--- src/rtl/core/lsis_pkg.sv ---
package lsis_pkg;

  // Number of license strings held in the character table.
  localparam int NUM_STRINGS = 3;

  // Saturation value of the elapsed tick counter.
  localparam logic [17:0] ELAPSED_MAX = 18'h3FFFF;

  // Saturation value of the qualify counter.
  localparam logic [7:0] QUALIFY_MAX = 8'hFF;

  // Register reset values.
  localparam logic [18:0] LEAD_IN_RST  = 19'd4500;
  localparam logic [15:0] PERIOD_RST   = 16'd13333;
  localparam logic [7:0]  HOLD_RST     = 8'd100;
  localparam logic [17:0] GAP_RST      = 18'd90000;
  localparam logic [5:0]  ORDER_RST    = 6'd36;
  localparam logic [1:0]  ACTIVE_RST   = 2'd3;

  // Register indexes on the configuration port (byte address / 4).
  typedef enum logic [2:0] {
    REG_LEAD_IN = 3'd0,
    REG_PERIOD  = 3'd1,
    REG_HOLD    = 3'd2,
    REG_GAP     = 3'd3,
    REG_ORDER   = 3'd4,
    REG_ACTIVE  = 3'd5
  } reg_idx_t;

  // Sequencer phase.
  typedef enum logic [1:0] {
    PH_IDLE    = 2'd0,
    PH_WAIT_TX = 2'd1,
    PH_GAP     = 2'd2
  } phase_t;

  // Result event kinds.
  typedef enum logic {
    EV_CHAR = 1'b0,
    EV_END  = 1'b1
  } event_t;

  // Current register values as seen by the sequencer.
  typedef struct packed {
    logic [18:0] lead_in_sector;
    logic [15:0] period_us;
    logic [7:0]  hold_count;
    logic [17:0] gap_us;
    logic [5:0]  license_order;
    logic [1:0]  active_count;
  } cfg_t;

  // Results caused by one request: four characters of a string, an end event, or both.
  typedef struct packed {
    logic       chars;
    logic       end_ev;
    logic [1:0] sel;
  } bundle_t;

  // Character pos of license string sel: SCEA, SCEE, SCEI.
  function automatic logic [7:0] lic_char(input logic [1:0] sel, input logic [1:0] pos);
    logic [7:0] ch;
    case (pos)
      2'd0: ch = 8'h53;
      2'd1: ch = 8'h43;
      2'd2: ch = 8'h45;
      default: begin
        case (sel)
          2'd0: ch = 8'h41;
          2'd1: ch = 8'h45;
          default: ch = 8'h49;
        endcase
      end
    endcase
    return ch;
  endfunction

endpackage

--- src/rtl/core/lsis_in_if.sv ---
interface lsis_in_if;
  logic               valid;
  logic               ready;
  logic signed [19:0] sector;
  logic               gfs_set;
  logic               soct_on;
  logic               disc_has_data;
  logic               tx_idle;

  modport source (
    output valid, sector, gfs_set, soct_on, disc_has_data, tx_idle,
    input  ready
  );

  modport sink (
    input  valid, sector, gfs_set, soct_on, disc_has_data, tx_idle,
    output ready
  );
endinterface

--- src/rtl/core/lsis_out_if.sv ---
interface lsis_out_if;
  logic       valid;
  logic       ready;
  logic       event_kind;
  logic [7:0] char_byte;
  logic       last;

  modport source (
    output valid, event_kind, char_byte, last,
    input  ready
  );

  modport sink (
    input  valid, event_kind, char_byte, last,
    output ready
  );
endinterface

--- src/rtl/core/lsis_cfg.sv ---
module lsis_cfg (
  input  logic                clk,
  input  logic                rst_n,
  input  logic                psel,
  input  logic                penable,
  input  logic                pwrite,
  input  logic [4:0]          paddr,
  input  logic [31:0]         pwdata,
  output logic [31:0]         prdata,
  output logic                pready,
  output lsis_pkg::cfg_t      cfg
);

  lsis_pkg::cfg_t cfg_r;
  lsis_pkg::cfg_t cfg_nxt;
  logic           wr_en;
  logic [2:0]     idx;

  assign pready = 1'b1;
  assign wr_en  = psel && penable && pwrite;
  assign idx    = paddr[4:2];
  assign cfg    = cfg_r;

  // Register write decode.
  always_comb begin
    cfg_nxt = cfg_r;
    if (wr_en) begin
      unique case (idx)
        lsis_pkg::REG_LEAD_IN: cfg_nxt.lead_in_sector = pwdata[18:0];
        lsis_pkg::REG_PERIOD:  cfg_nxt.period_us      = pwdata[15:0];
        lsis_pkg::REG_HOLD:    cfg_nxt.hold_count     = pwdata[7:0];
        lsis_pkg::REG_GAP:     cfg_nxt.gap_us         = pwdata[17:0];
        lsis_pkg::REG_ORDER:   cfg_nxt.license_order  = pwdata[5:0];
        lsis_pkg::REG_ACTIVE:  cfg_nxt.active_count   = pwdata[1:0];
        default: ;
      endcase
    end
  end

  always_ff @(posedge clk) begin
    if (!rst_n) begin
      cfg_r.lead_in_sector <= lsis_pkg::LEAD_IN_RST;
      cfg_r.period_us      <= lsis_pkg::PERIOD_RST;
      cfg_r.hold_count     <= lsis_pkg::HOLD_RST;
      cfg_r.gap_us         <= lsis_pkg::GAP_RST;
      cfg_r.license_order  <= lsis_pkg::ORDER_RST;
      cfg_r.active_count   <= lsis_pkg::ACTIVE_RST;
    end else begin
      cfg_r <= cfg_nxt;
    end
  end

  // Read data mux.
  always_comb begin
    prdata = '0;
    unique case (idx)
      lsis_pkg::REG_LEAD_IN: prdata = {13'd0, cfg_r.lead_in_sector};
      lsis_pkg::REG_PERIOD:  prdata = {16'd0, cfg_r.period_us};
      lsis_pkg::REG_HOLD:    prdata = {24'd0, cfg_r.hold_count};
      lsis_pkg::REG_GAP:     prdata = {14'd0, cfg_r.gap_us};
      lsis_pkg::REG_ORDER:   prdata = {26'd0, cfg_r.license_order};
      lsis_pkg::REG_ACTIVE:  prdata = {30'd0, cfg_r.active_count};
      default:               prdata = '0;
    endcase
  end

endmodule

--- src/rtl/core/lsis_ctrl.sv ---
module lsis_ctrl (
  input  logic              clk,
  input  logic              rst_n,
  lsis_in_if.sink           in_ch,
  input  lsis_pkg::cfg_t    cfg,
  input  logic              emit_ready,
  output logic              bundle_valid,
  output lsis_pkg::bundle_t bundle
);

  lsis_pkg::phase_t phase_r, phase_nxt;
  logic [17:0]      elapsed_r, elapsed_nxt;
  logic [7:0]       qualify_r, qualify_nxt;
  logic [2:0]       sidx_r, sidx_nxt;
  logic [17:0]      gap_r, gap_nxt;

  logic        in_fire;
  logic [19:0] sec_u;
  logic        sec_ok;
  logic        win_ok;
  logic        abort_cond;
  logic [17:0] elapsed_inc;
  logic [7:0]  qualify_inc;
  logic [17:0] gap_cur;
  logic [1:0]  cnt;
  logic [1:0]  slot;
  logic [1:0]  entry;
  logic [1:0]  sel;
  logic [2:0]  sidx_inc;
  logic [1:0]  sel_max;

  assign in_ch.ready = emit_ready;
  assign in_fire     = in_ch.valid && emit_ready;

  // Status decode for this request.
  assign sec_u      = in_ch.sector;
  assign sec_ok     = (sec_u != 20'd0) && !sec_u[19] && (sec_u[18:0] < cfg.lead_in_sector);
  assign win_ok     = sec_ok && in_ch.gfs_set && !in_ch.soct_on && in_ch.disc_has_data;
  assign abort_cond = !sec_ok || !in_ch.gfs_set || in_ch.soct_on;

  assign elapsed_inc = (elapsed_r == lsis_pkg::ELAPSED_MAX) ? elapsed_r : elapsed_r + 18'd1;
  assign qualify_inc = (qualify_r == lsis_pkg::QUALIFY_MAX) ? qualify_r : qualify_r + 8'd1;
  assign gap_cur     = (phase_r == lsis_pkg::PH_WAIT_TX) ? 18'd0 : gap_r;
  assign sidx_inc    = sidx_r + 3'd1;
  assign cnt         = (cfg.active_count == 2'd0) ? 2'd1 : cfg.active_count;
  assign sel_max     = 2'(lsis_pkg::NUM_STRINGS - 1);

  // Order slot: string index modulo the number of entries in use.
  always_comb begin
    case (cnt)
      2'd1: slot = 2'd0;
      2'd2: slot = {1'b0, sidx_r[0]};
      default: begin
        case (sidx_r)
          3'd0, 3'd3, 3'd6: slot = 2'd0;
          3'd1, 3'd4, 3'd7: slot = 2'd1;
          default:          slot = 2'd2;
        endcase
      end
    endcase
  end

  // Pick the order entry and clamp it to a valid string.
  always_comb begin
    case (slot)
      2'd0:    entry = cfg.license_order[1:0];
      2'd1:    entry = cfg.license_order[3:2];
      default: entry = cfg.license_order[5:4];
    endcase
    sel = (entry == 2'd3) ? 2'd2 : entry;
    if (sel > sel_max) begin
      sel = sel_max;
    end
  end

  // Next state and results for the accepted request.
  always_comb begin
    phase_nxt    = phase_r;
    elapsed_nxt  = elapsed_r;
    qualify_nxt  = qualify_r;
    sidx_nxt     = sidx_r;
    gap_nxt      = gap_r;
    bundle_valid = 1'b0;
    bundle       = '{chars: 1'b0, end_ev: 1'b0, sel: sel};
    if (in_fire) begin
      unique case (phase_r)
        lsis_pkg::PH_WAIT_TX, lsis_pkg::PH_GAP: begin
          if (phase_r == lsis_pkg::PH_GAP || in_ch.tx_idle) begin
            if (gap_cur < cfg.gap_us) begin
              if (abort_cond) begin
                bundle_valid  = 1'b1;
                bundle.end_ev = 1'b1;
                phase_nxt     = lsis_pkg::PH_IDLE;
                elapsed_nxt   = '0;
                qualify_nxt   = '0;
                sidx_nxt      = '0;
                gap_nxt       = '0;
              end else begin
                phase_nxt = lsis_pkg::PH_GAP;
                gap_nxt   = gap_cur + 18'd1;
              end
            end else begin
              // Gap done: send the next string.
              bundle_valid = 1'b1;
              bundle.chars = 1'b1;
              phase_nxt    = lsis_pkg::PH_WAIT_TX;
              gap_nxt      = '0;
              sidx_nxt     = sidx_inc;
              if ({1'b0, sidx_inc} >= {1'b0, cnt, 1'b0}) begin
                bundle.end_ev = 1'b1;
                phase_nxt     = lsis_pkg::PH_IDLE;
                elapsed_nxt   = '0;
                qualify_nxt   = '0;
                sidx_nxt      = '0;
              end
            end
          end
        end
        default: begin
          // Idle: qualify the window.
          phase_nxt = lsis_pkg::PH_IDLE;
          if (win_ok) begin
            elapsed_nxt = elapsed_inc;
            if (elapsed_inc > {2'd0, cfg.period_us}) begin
              elapsed_nxt = '0;
              qualify_nxt = qualify_inc;
              if (qualify_inc > cfg.hold_count) begin
                qualify_nxt = '0;
                sidx_nxt    = '0;
                gap_nxt     = '0;
                phase_nxt   = lsis_pkg::PH_WAIT_TX;
              end
            end
          end else begin
            elapsed_nxt = '0;
            qualify_nxt = '0;
          end
        end
      endcase
    end
  end

  always_ff @(posedge clk) begin
    if (!rst_n) begin
      phase_r   <= lsis_pkg::PH_IDLE;
      elapsed_r <= '0;
      qualify_r <= '0;
      sidx_r    <= '0;
      gap_r     <= '0;
    end else begin
      phase_r   <= phase_nxt;
      elapsed_r <= elapsed_nxt;
      qualify_r <= qualify_nxt;
      sidx_r    <= sidx_nxt;
      gap_r     <= gap_nxt;
    end
  end

endmodule

--- src/rtl/core/lsis_emit.sv ---
module lsis_emit (
  input  logic              clk,
  input  logic              rst_n,
  input  logic              bundle_valid,
  input  lsis_pkg::bundle_t bundle,
  output logic              emit_ready,
  lsis_out_if.source        out_ch
);

  lsis_pkg::bundle_t bundle_r, bundle_nxt;
  logic              busy_r, busy_nxt;
  logic [2:0]        pos_r, pos_nxt;
  logic              is_char;
  logic              is_last;
  logic              out_fire;

  // Current result from the held bundle.
  assign is_char = bundle_r.chars && (pos_r < 3'd4);
  assign is_last = !is_char || (!bundle_r.end_ev && pos_r == 3'd3);

  assign out_ch.valid      = busy_r;
  assign out_ch.event_kind = is_char ? lsis_pkg::EV_CHAR : lsis_pkg::EV_END;
  assign out_ch.char_byte  = is_char ? lsis_pkg::lic_char(bundle_r.sel, pos_r[1:0]) : 8'd0;
  assign out_ch.last       = is_last;

  assign out_fire   = busy_r && out_ch.ready;
  assign emit_ready = !busy_r || (out_fire && is_last);

  // Step through the bundle, or load the next one when idle or as the last result leaves.
  always_comb begin
    bundle_nxt = bundle_r;
    busy_nxt   = busy_r;
    pos_nxt    = pos_r;
    if (out_fire) begin
      pos_nxt = pos_r + 3'd1;
      if (is_last) begin
        busy_nxt = 1'b0;
      end
    end
    if (emit_ready && bundle_valid) begin
      bundle_nxt = bundle;
      busy_nxt   = 1'b1;
      pos_nxt    = bundle.chars ? 3'd0 : 3'd4;
    end
  end

  always_ff @(posedge clk) begin
    if (!rst_n) begin
      busy_r <= 1'b0;
      pos_r  <= '0;
    end else begin
      busy_r <= busy_nxt;
      pos_r  <= pos_nxt;
    end
  end

  always_ff @(posedge clk) begin
    bundle_r <= bundle_nxt;
  end

endmodule

--- src/rtl/core/license_string_injection_sequencer_top.sv ---
// Channel | Direction | Payload                                              | Handshake
// in_ch   | in        | sector, gfs_set, soct_on, disc_has_data, tx_idle     | valid/ready
// out_ch  | out       | event_kind, char_byte, last                          | valid/ready
// cfg     | in        | six registers at byte address 4*index                | APB, pready high
//
// A request that causes no result is taken one per cycle while no results are pending.
// A request that causes results loads the result register; the results then leave one
// per cycle from it while out_ch is ready (one, four or five), and the next request is
// taken in the cycle the last of them is taken.
// Reset is synchronous on rst_n and returns the sequencer to idle with default registers.
// A stalled out_ch holds in_ch.ready low only while results are pending.
module license_string_injection_sequencer_top (
  input  logic        clk,
  input  logic        rst_n,
  lsis_in_if.sink     in_ch,
  lsis_out_if.source  out_ch,
  input  logic        psel,
  input  logic        penable,
  input  logic        pwrite,
  input  logic [4:0]  paddr,
  input  logic [31:0] pwdata,
  output logic [31:0] prdata,
  output logic        pready
);

  lsis_pkg::cfg_t    cfg;
  lsis_pkg::bundle_t bundle;
  logic              bundle_valid;
  logic              emit_ready;

  // Register file.
  lsis_cfg u_cfg (
    .clk     (clk),
    .rst_n   (rst_n),
    .psel    (psel),
    .penable (penable),
    .pwrite  (pwrite),
    .paddr   (paddr),
    .pwdata  (pwdata),
    .prdata  (prdata),
    .pready  (pready),
    .cfg     (cfg)
  );

  // Qualify and burst sequencer.
  lsis_ctrl u_ctrl (
    .clk          (clk),
    .rst_n        (rst_n),
    .in_ch        (in_ch),
    .cfg          (cfg),
    .emit_ready   (emit_ready),
    .bundle_valid (bundle_valid),
    .bundle       (bundle)
  );

  // Result serializer.
  lsis_emit u_emit (
    .clk          (clk),
    .rst_n        (rst_n),
    .bundle_valid (bundle_valid),
    .bundle       (bundle),
    .emit_ready   (emit_ready),
    .out_ch       (out_ch)
  );

endmodule
--- src/flat_wrapper.sv ---
// flat-port wrapper written by rule: the top's interface ports become plain ports
module license_string_injection_sequencer_top_flat 
  (clk, rst_n, psel, penable, pwrite, paddr, pwdata, prdata, pready, in_ch_valid, in_ch_sector, in_ch_gfs_set, in_ch_soct_on, in_ch_disc_has_data, in_ch_tx_idle, in_ch_ready, out_ch_valid, out_ch_event_kind, out_ch_char_byte, out_ch_last, out_ch_ready);
  lsis_in_if in_ch_i ();
  lsis_out_if out_ch_i ();
  input  logic clk;
  input  logic rst_n;
  input  logic psel;
  input  logic penable;
  input  logic pwrite;
  input  logic [4:0] paddr;
  input  logic [31:0] pwdata;
  output logic [31:0] prdata;
  output logic pready;
  input wire logic [$bits(in_ch_i.valid)-1:0] in_ch_valid;
  input wire logic [$bits(in_ch_i.sector)-1:0] in_ch_sector;
  input wire logic [$bits(in_ch_i.gfs_set)-1:0] in_ch_gfs_set;
  input wire logic [$bits(in_ch_i.soct_on)-1:0] in_ch_soct_on;
  input wire logic [$bits(in_ch_i.disc_has_data)-1:0] in_ch_disc_has_data;
  input wire logic [$bits(in_ch_i.tx_idle)-1:0] in_ch_tx_idle;
  output wire logic [$bits(in_ch_i.ready)-1:0] in_ch_ready;
  output wire logic [$bits(out_ch_i.valid)-1:0] out_ch_valid;
  output wire logic [$bits(out_ch_i.event_kind)-1:0] out_ch_event_kind;
  output wire logic [$bits(out_ch_i.char_byte)-1:0] out_ch_char_byte;
  output wire logic [$bits(out_ch_i.last)-1:0] out_ch_last;
  input wire logic [$bits(out_ch_i.ready)-1:0] out_ch_ready;
  assign in_ch_i.valid = in_ch_valid;
  assign in_ch_i.sector = in_ch_sector;
  assign in_ch_i.gfs_set = in_ch_gfs_set;
  assign in_ch_i.soct_on = in_ch_soct_on;
  assign in_ch_i.disc_has_data = in_ch_disc_has_data;
  assign in_ch_i.tx_idle = in_ch_tx_idle;
  assign in_ch_ready = in_ch_i.ready;
  assign out_ch_valid = out_ch_i.valid;
  assign out_ch_event_kind = out_ch_i.event_kind;
  assign out_ch_char_byte = out_ch_i.char_byte;
  assign out_ch_last = out_ch_i.last;
  assign out_ch_i.ready = out_ch_ready;
  license_string_injection_sequencer_top u_core (.clk(clk), .rst_n(rst_n), .in_ch(in_ch_i), .out_ch(out_ch_i), .psel(psel), .penable(penable), .pwrite(pwrite), .paddr(paddr), .pwdata(pwdata), .prdata(prdata), .pready(pready));
endmodule
--- config.mk ---
export PLATFORM = sky130hd
export DESIGN_NAME = license_string_injection_sequencer_top_flat
export DESIGN_NICKNAME = d
export VERILOG_FILES = /design/src/rtl/core/lsis_pkg.sv /design/src/rtl/core/lsis_in_if.sv /design/src/rtl/core/lsis_out_if.sv /design/src/rtl/core/lsis_cfg.sv /design/src/rtl/core/lsis_ctrl.sv /design/src/rtl/core/lsis_emit.sv /design/src/rtl/core/license_string_injection_sequencer_top.sv /design/src/flat_wrapper.sv
export SDC_FILE = /design/constraint.sdc
export NUM_CORES = 1
export LEC_CHECK = 0
export ABC_AREA = 1
export BUFFER_PORTS_ARGS = -buffer_cell sky130_fd_sc_hd__buf_2
export CAP_MARGIN = 5
export CORE_AREA = 5 5 122 124
export CTS_BUF_LIST = sky130_fd_sc_hd__clkbuf_8 sky130_fd_sc_hd__clkbuf_16
export DETAILED_ROUTE_END_ITERATION = 6
export DIE_AREA = 0 0 127 129
export PLACE_DENSITY = 0.89
export SKIP_LAST_GASP = 1
export SLEW_MARGIN = 30
export SYNTH_ARGS = -nofsm -noshare
export SYNTH_HDL_FRONTEND = slang
export SYNTH_SLANG_ARGS = --single-unit
--- constraint.sdc ---
create_clock -name clk -period 4.6 [get_ports clk]
set_input_delay 0.92 -clock clk [delete_from_list [all_inputs] [get_ports clk]]
set_output_delay 0.92 -clock clk [all_outputs]
set_load 0.1 [all_outputs]
==> metrics.txt <==
IO buf count=81; Critical Path Start=u_core.u_ctrl.elapsed_r[0]$_SDFFE_PN0P_; pin slew with the least headroom to its limit=0.7379 ns; die area=0.01638 mm^2; Synth Cell Area=0.008477 mm^2; row count=43; synth unique cells=52; Int Power=2117 uW; outcome=complete, no violations; Worst Setup Start Kind=flip-flop; vias post-DR=8431; worst-skew pair later-pin latency=0.42 ns; clock tree sinks=126; total congestion overflow=0; buffers inserted by post-CTS timing repair=0; Post-Synthesis Cells=1231; total wire length=22700 um; post-route cell area=0.009440 mm^2; syn_area_per_cell=6.886 um^2; RSZ-0062 raised after global routing=no; Placer Congestion=0.9163; FF-to-FF setup slack=0.66 ns; Slew Viols, Final=0; antenna violations before repair=0; most frequent cells in the layout=nand2_1 (221), nor2_1 (178), inv_1 (167); Die Span Y=129 um; Comb pwr share=19.7%; Max Fclk=0.2539 GHz; Ys Warns=0; overall global routing resource usage=28.02%; chip width=127 um; first-pass GRT wire length=37200 um; I/O pins=113; Pleak=0.004494 uW; Root Buffer=clkbuf_16; maximum buffer depth of the clock tree=2; Post-synth top flop=dfxtp_1; share of the synthesized area in the top cell type=28.81%; switching power=952.2 uW; Residual DRC=0; Rel. slew slack=50.75%; Final setup viols=0; antenna diode count=0; register area share after synthesis=30.23%; # H-tree levels=4; Sequential Power Share=38.4%; critical path capture point type=flip-flop; area delta synth->final=11.37%; path type of the worst setup path=reg2reg; crit share post-route=85.63%; area leader, netlist=dfxtp_1; post_cts resized=0; Initial Util=62.03%; layout cell share with drive strength beyond 1=12.32%; Clk pwr share=41.9%; total CTS buffers=17; Area after DPL=0.008869 mm^2; Worst Hold Launch=u_core.u_ctrl.gap_r[2]$_SDFFE_PN0P_; # fillers=1130; largest net degree at the start of global routing=65; # hold bufs at CTS=0; Worst-path clk slew=0.05 ns; async set-reset flop share out of synthesis=0%; Net Sw Frac=31.02%; CTS tree=yes; nets=1442; initial drt markers=856; Setup Total Neg Slack=0 ns; WL per Instance=15.26 um; core area=0.01367 mm^2; DP HPWL=16810 um; worst ir drop on vdd=0.2739 mV; Period minus WS final=3.939 ns; Cell Pwr Density=325.1 mW/mm^2; Data required, critical path=4.95 ns; Yosys reg bits=126; clk_skew=0.009138 ns; Arr. time, crit path=4.29 ns; Hold Crit Class=reg2reg; r2r startpoint=u_core.u_ctrl.elapsed_r[0]$_SDFFE_PN0P_; EDFF count, synth=4; CP max FO=13; top cells by area, synth=dfxtp_1 (29%), ha_1 (12%), nand2_1 (9.8%); Max-Cap Viols=0; first-pass iteration count of the detailed router=6; final hold violations=0; post-route ant nets=0; Via-to-Cell Ratio=5.670; number of global-route vias before repair=7674; commonest non-fill, non-tap cell in the layout=nand2_1
Yosys cell counts (4+ instances only):
library cell / instances
nand2_2: 7
nand3b_1: 4
xnor2_1: 11
buf_2: 8
ha_1: 78
edfxtp_1: 4
nand4_1: 18
o22ai_1: 8
nor2_4: 5
inv_2: 5
clkbuf_1: 21
nand2_1: 221
nand3_1: 50
o211ai_1: 17
xor2_1: 14
inv_1: 165
nor2_2: 10
o21ai_0: 76
buf_4: 20
nor3_1: 21
buf_6: 6
nor2_1: 178
a21oi_1: 103
o221ai_1: 15
dfxtp_1: 122
worst paths after layout:
| check | to | depth (start not counted) |
|---|---|---|
| hold reg to reg | u_core.u_ctrl.gap_r[2]$_SDFFE_PN0P_ | 2 |
| setup reg to reg | u_core.u_ctrl.qualify_r[4]$_SDFFE_PN0P_ | 24 |
| setup / recovery | u_core.u_ctrl.qualify_r[4]$_SDFFE_PN0P_ | 24 |
| hold / removal | u_core.u_ctrl.gap_r[2]$_SDFFE_PN0P_ | 2 |
power groups by stage:
stage | clock network [uW] | logic (uW) | registers [uW]
2_1_floorplan | 0 | 484 | 1190
3_3_place_gp | 0 | 580 | 1200
3_5_place_dp | 0 | 595 | 1200
4_1_cts | 1290 | 599 | 1180
5_1_grt | 1350 | 666 | 1180
6_report | 1290 | 606 | 1180
sequential cells by signal, summed over array words and instances, names as in the netlist:
signal and cells:
u_core.u_emit.pos_r 3, u_core.u_ctrl.qualify_r 8, u_core.u_ctrl.elapsed_r 18, u_core.u_emit.out_ch.valid 1, u_core.u_ctrl.phase_r 2, u_core.u_cfg.cfg 69, u_core.u_ctrl.sidx_r 3, u_core.u_emit.bundle_r 4
u_core.u_ctrl.gap_r 18
per-stage QoR:
step	utilization (%)	instances	power (uW)	hold WS [ns]	setup WS, ns
floorplan	-	1245	1678	0.4442	0.6346
global placement	64.90	1457	1776	0.4645	0.9276
detailed placement	64.90	1457	1793	0.4746	0.8318
CTS	69.06	1487	3063	0.4826	0.7140
global route	69.08	1487	3194	0.5050	0.2532
finish	69.08	1487	3069	0.4852	0.6611
critical path, stage by stage, from the launching register on:
cell and delay, ns:
dfxtp_1 0.42, ha_1 0.28, nand3_1 0.19, nor2_1 0.24, nand3_1 0.11, nor2_2 0.22
inv_1 0.15, nand3_1 0.14, nor2_1 0.06, xor2_1 0.19, ha_1 0.33, nand2_1 0.07
nor2_1 0.14, nand3_1 0.09, nand3_1 0.09, nand2_1 0.05, nand2_1 0.05, nand2_1 0.06
nand2_2 0.08, nand2_4 0.08, nand3_4 0.17, clkinv_2 0.24, nor2_4 0.26, nor2_1 0.06
nor2_1 0.10
final cells by class:
| class | instances | area [um^2] | area share [%] |
|---|---|---|---|
| flip-flops and latches | 126 | 2562 | 27.14 |
| clock inverters | 7 | 61.31 | 0.6494 |
| well taps | 180 | 225.2 | 2.386 |
| multi-input cells | 892 | 4984 | 52.79 |
| repair buffers | 87 | 452.9 | 4.798 |
| clock buffers | 23 | 508.0 | 5.381 |
| inverters | 172 | 646.9 | 6.852 |
metal layers:
layer	track usage, %	part of all wire, %	vias to the layer above
li1	-	-	4134
met1	35.93	42	3837
met2	46.20	46	384
met3	5.355	8.6	76
met4	12.18	3.8	0
met5	0	0	-
kinds of logic after synthesis:
logic type	count (synthesis)	synth area share [%]
and+or+nand+nor	531	27.60
AOI/OAI and AO/OA	241	16.25
buffers and inverters	227	11.60
DFF	126	30.23
adders and majority gates	78	11.51
xor gates and xnor gates	25	2.583
other	2	0.08859
muxes	1	0.1328
Note: power is estimated with default switching activity, not from simulation.
